### src/cicd_pkg.sv
package cicd_pkg;

  // default grid shape
  localparam int GRID_X_DEF = 64;
  localparam int GRID_Y_DEF = 16;

  // field widths
  localparam int CMD_W    = 2;
  localparam int POS_W    = 24;
  localparam int CI_W     = 10;
  localparam int ACC_W    = 40;
  localparam int STATUS_W = 2;
  localparam int CFG_W    = 18;
  localparam int CFG_IDX_W = 1;

  // fixed-point layout of position * inv_cell (Q10.32)
  localparam int FRAC_W  = 16;
  localparam int FRAC_LO = 16;
  localparam int INT_LO  = 32;
  localparam int JW      = 10;
  localparam int WGT_W   = 17;
  localparam int AMT_W   = 20;

  // shared multiplier
  localparam int MUL_A_W = 34;
  localparam int MUL_B_W = 18;
  localparam int PROD_W  = MUL_A_W + MUL_B_W;

  localparam logic [WGT_W-1:0] ONE_Q16 = WGT_W'(65536);

  // register reset values
  localparam logic [CFG_W-1:0] INV_CELL_RST     = CFG_W'(66665);
  localparam logic [CFG_W-1:0] WEIGHT_SCALE_RST = CFG_W'(68982);

  // register indexes
  localparam logic [CFG_IDX_W-1:0] REG_INV_CELL     = 1'b0;
  localparam logic [CFG_IDX_W-1:0] REG_WEIGHT_SCALE = 1'b1;

  // commands
  localparam logic [CMD_W-1:0] CMD_CLEAR   = 2'd0;
  localparam logic [CMD_W-1:0] CMD_DEPOSIT = 2'd1;
  localparam logic [CMD_W-1:0] CMD_READ    = 2'd2;

  // status codes
  localparam logic [STATUS_W-1:0] ST_OK   = 2'd0;
  localparam logic [STATUS_W-1:0] ST_DROP = 2'd1;
  localparam logic [STATUS_W-1:0] ST_SAT  = 2'd2;

  typedef struct packed {
    logic [MUL_A_W-1:0] a;
    logic [MUL_B_W-1:0] b;
  } mul_op_t;

endpackage

### src/cicd_mul.sv
module cicd_mul (
  input  logic                     clk,
  input  cicd_pkg::mul_op_t        op,
  output logic [cicd_pkg::PROD_W-1:0] prod
);
  import cicd_pkg::*;

  // product is registered, ready in the cycle after the operands
  always_ff @(posedge clk) begin
    prod <= PROD_W'(op.a) * PROD_W'(op.b);
  end

endmodule

### config.mk
export PLATFORM = sky130hd
export DESIGN_NAME = cicd_mul
export DESIGN_NICKNAME = d
export VERILOG_FILES = /design/src/cicd_pkg.sv /design/src/cicd_mul.sv
export SDC_FILE = /design/constraint.sdc
export NUM_CORES = 1
export LEC_CHECK = 0
export ABC_AREA = 1
export BUFFER_PORTS_ARGS = -buffer_cell sky130_fd_sc_hd__buf_2
export CAP_MARGIN = 25
export CORE_UTILIZATION = 65
export DETAILED_ROUTE_END_ITERATION = 7
export GPL_ROUTABILITY_DRIVEN = 0
export HOLD_SLACK_MARGIN = 0.08
export PLACE_DENSITY = 0.9
export REMOVE_ABC_BUFFERS = 1
export SLEW_MARGIN = 10
export SYNTH_ARGS = -nofsm -noshare
export SYNTH_HDL_FRONTEND = slang
export SYNTH_SLANG_ARGS = --single-unit
### constraint.sdc
create_clock -name clk -period 16.55 [get_ports clk]
set_clock_uncertainty 0.2 [all_clocks]
set_input_delay 1.655 -clock clk [delete_from_list [all_inputs] [get_ports clk]]
set_output_delay 1.655 -clock clk [all_outputs]
set_load 0.01 [all_outputs]
### Word level (Yosys, flattened, before mapping)

Cells that the tools add are included.

| cells by class | value |
|---|---|
| reduce and logical (&&, ||, !) cells | 0 |
| equal/unequal tests | 0 |
| bitwise logic cells | 0 |
| $lt $le $gt $ge | 0 |
| add/sub/neg operators | 0 |
| muxes and demuxes | 0 |
| divide/modulo/power cells | 0 |
| multipliers | 1 |
| shift-type cells | 0 |

Operator list:

| kind | count |
|---|---|
| $mul 34x18->52 | 1 |

| storage, ports and cells | value |
|---|---|
| bits in writable memories | 0 |
| register bits | 52 |
| input port bits | 53 |
| logic and storage cells | 2 |
| output and inout port bits | 52 |
| memories kept | 0 |
| latch bits | 0 |
| ROM bits | 0 |

### Logic depth before layout (Yosys ltp)

| logic depth | value |
|---|---|
| depth after elaboration | 1 |
| depth in mapped cells | 29 |
| depth with buffers taken out | 27 |

### Least setup slack after synthesis

No wires, ideal clock.

| timing path | value |
|---|---|
| path type | in2reg |
| from | in op[50] in the netlist's numbering |
| to | reg prod[44] in the netlist's numbering |
| library setup time | 0.112 ns |
| buffers on the path | 2 |
| stages | 25 |
| path slack | 9.667 ns |
| arrival | 6.570 ns |
| required time | 16.238 ns |
| cells stage by stage | clkbuf_1 -> clkbuf_1 -> nand2_1 -> fa_1 -> inv_1 -> fa_1 -> inv_1 -> fa_1 -> inv_1 -> fa_1 -> fa_1 -> inv_1 -> fa_1 -> inv_1 -> ha_1 -> nand2_1 -> inv_1 -> nand2_1 -> nand2_1 -> a21oi_1 -> nor2_1 -> nor2_1 -> nand2_1 -> nand2_1 -> nand2_1 |

| on the way | value |
|---|---|
| longest elaborated chain between the ends | 1 |

Ends and longest elaborated chain:

| element | RTL line | source |
|---|---|---|
| start, declared | cicd_mul.sv:3 | `input cicd_pkg::mul_op_t op,` |
| $mul 34x18->52 | cicd_mul.sv:10 | `prod <= PROD_W'(op.a) * PROD_W'(op.b);` |
| end signal, assigned | cicd_mul.sv:10 |  |
| end, declared | cicd_mul.sv:4 | `output logic [cicd_pkg::PROD_W-1:0] prod` |

Every way passes these cells.

### Worst setup path in the final report

| timing path | value |
|---|---|
| from | in op[9] in the netlist's numbering |
| to | reg prod[40] in the netlist's numbering |

The elaborated chain is that of the path after synthesis.

==> flow_summary.ini <==
[routing]
vias = 18800
detail-route-antenna-nets = 0
wl_per_cell_um = 16.4
first_pass_iters = 7
vias_per_cell = 5.40
dr.first_iter.drc_count = 1611
route.detailed.drc = 0
routed_wl_um = 57400

[global_route]
grt_pass1_wl_um = 98200
grt.total_usage_pct = 35.0
grt_pass1_vias = 21400
antenna_found_initial = 1
grt_max_degree = 35
grt_overflow = 0

[finish]
final_cell_mix = 1013 x inv_1, 989 x nand2_1, 512 x fa_1, 126 x ha_1, 104 x buf_2
area_growth_pct = 3.19
reg_top3 = prod (52)
top_register = prod
num-nets-final = 3733
largest_reg_flops = 52
fillers = 2581
layout-drive-gt1-share_pct = 5.88
final_common_cell = inv_1

[outcome]
status = finished, final reports clean

[floorplan]
die_w_um = 187
ios = 105
coreArea_mm2 = 0.0336
initial_utilization_pct = 66.3
rows = 67
dieArea_mm2 = 0.0350
die_height_um = 187

[logic_synthesis]
synth-xor-area-share_pct = 1.10
synth_top_family_by_area = adder cells
synth_seq_cells = 52
ys_warn_count = 0
synth.area.mux_share_pct = 0
synth_compound_area_share_pct = 0.881
syn_avg_cell_area_um2 = 7.26
yosysUniqueCellTypes = 25
seq_area_frac_synth_pct = 4.67
syn_inst = 3071
synth_area_mm2 = 0.0223
synth-adder-area-share_pct = 53.1
synthSimpleGateAreaFrac_pct = 20.7

[sta]
drv_slew = 0
tightest_slew_ps = 953
setup_viol = 0
rsz0062_at_grt = no
max_freq_ghz = 0.137
fin_crit_sh_pct = 44.2
maxSlewHeadroom_pct = 36.4
setup_tns_ps = 0
hold_viol_final = 0
fin_crit_ps = 7320

[place]
dp_hpwl_um = 47500
numPortBuffers = 104

[worst_setup_path]
path_max_fanout = 34
cpLargestDelayFamily = adder cells
cp.required_ps = 16560
crit_arrival_ps = 7330
worst-path-stages = 23
worstSetupStartpointType = input port
cp_slowest_cell = buf_2
crit_type = in -> reg
critPathMaxStageDelay_ps = 700
crit_start = op[9]
worstPathCellList = buf_2 > nand2_1 > fa_1 > inv_1 > fa_1 > inv_1 > fa_1 > inv_1 > fa_1 > fa_1 > inv_1 > fa_1 > inv_1 > ha_1 > nand2_1 > inv_1 > nand2_1 > nor2_2 > nand4_1 > nand3_1 > nand2_1 > nand3_1 > nand2_1
critPathCaptureType = flip-flop
path_buf_inv = 7

[cts]
clockBufferDepth = 2
ctsResizeCount = 0
root_buffer = clkbuf_16
cts_hold_buf = 0
clkTransAtPathRegs_ps = 80
cts-buffers-inserted = 5
cts_tree = done
htreeDepth = 2
cts.sinks = 52
cts_post_setup_buffers_inserted = 0

[flow_run]
drv_cap = 0

[hold_path]
hold_path_startpoint = op[18]
min_path_type = in -> reg
hold_end = prod[0]
worstHoldPathCells = 3
## worst min-delay path, cell delays in order
cell and delay (ps):
buf_2 240, nand2_1 130, inv_1 40
## cells in the mapped netlist
master | number | area [um^2]
inv_1 | 1013 | 3800
nand2_1 | 989 | 3710
fa_1 | 512 | 10200
clkbuf_1 | 130 | 488
ha_1 | 126 | 1580
nor2_1 | 57 | 214
dfxtp_1 | 52 | 1040
nand3_1 | 37 | 185
a21oi_1 | 28 | 140
nor2_2 | 24 | 150
xor2_1 | 24 | 210
nand2_2 | 19 | 119
buf_1 | 10 | 37.5
inv_2 | 9 | 33.8
nand4_1 | 8 | 50.1
nand3_2 | 7 | 70.1
o21bai_1 | 6 | 45.0
nor2_4 | 5 | 56.3
xnor2_1 | 4 | 35.0
nor3_1 | 3 | 15.0
nor3_2 | 3 | 30.0
and2_1 | 2 | 12.5
a31oi_1 | 1 | 6.26
o21ai_0 | 1 | 5.00
or2_2 | 1 | 6.26
## how the worst max path moves through the flow
stage / endpoint
6_report: prod[40]
4_1_cts: prod[40]
2_1_floorplan: prod[44]
3_3_place_gp: prod[40]
3_5_place_dp: prod[25]
5_1_grt: prod[25]
## stage by stage
step / area, um^2 / hold slack, ps / setup WS [ps] / util (%) / cells
2_1_floorplan: 21800 / 1550 / 10260 / - / 2931
3_3_place_gp: 22800 / 1850 / 9180 / 68.0 / 3483
3_5_place_dp: 22800 / 1850 / 9100 / 68.0 / 3483
4_1_cts: 23000 / 1600 / 9380 / 68.4 / 3490
5_1_grt: 23000 / 1620 / 8920 / 68.4 / 3491
6_report: 23000 / 1620 / 9230 / 68.4 / 3491
## logic make-up after synthesis
kind of cell / count (synthesis)
buffers and inverters: 1162
AND/OR/NAND/NOR: 1155
adder cells (fa/ha/maj): 638
flip-flops: 52
AO/OA/AOI/OAI: 36
XOR/XNOR: 28
## layout make-up
type                    instances  area [um^2]  area share, %
diodes                          1         2.50         0.0109
clock buffers                   7          153          0.664
inverters                    1022         3840           16.7
multi-input cells            1857        16900           73.4
flip-flops and latches         52         1040           4.53
well taps                     448          561           2.44
repair buffers                104          520           2.26
## metal layers
layer	track usage, %	part of all wire (%)
met5	0	0
met4	20.3	5.9
met3	5.68	9.7
met2	61.7	50
met1	40.3	34
Power is left out: the tool's default activity adds up to more than one toggle a clock period on the data nets, which glitch-free logic cannot reach.
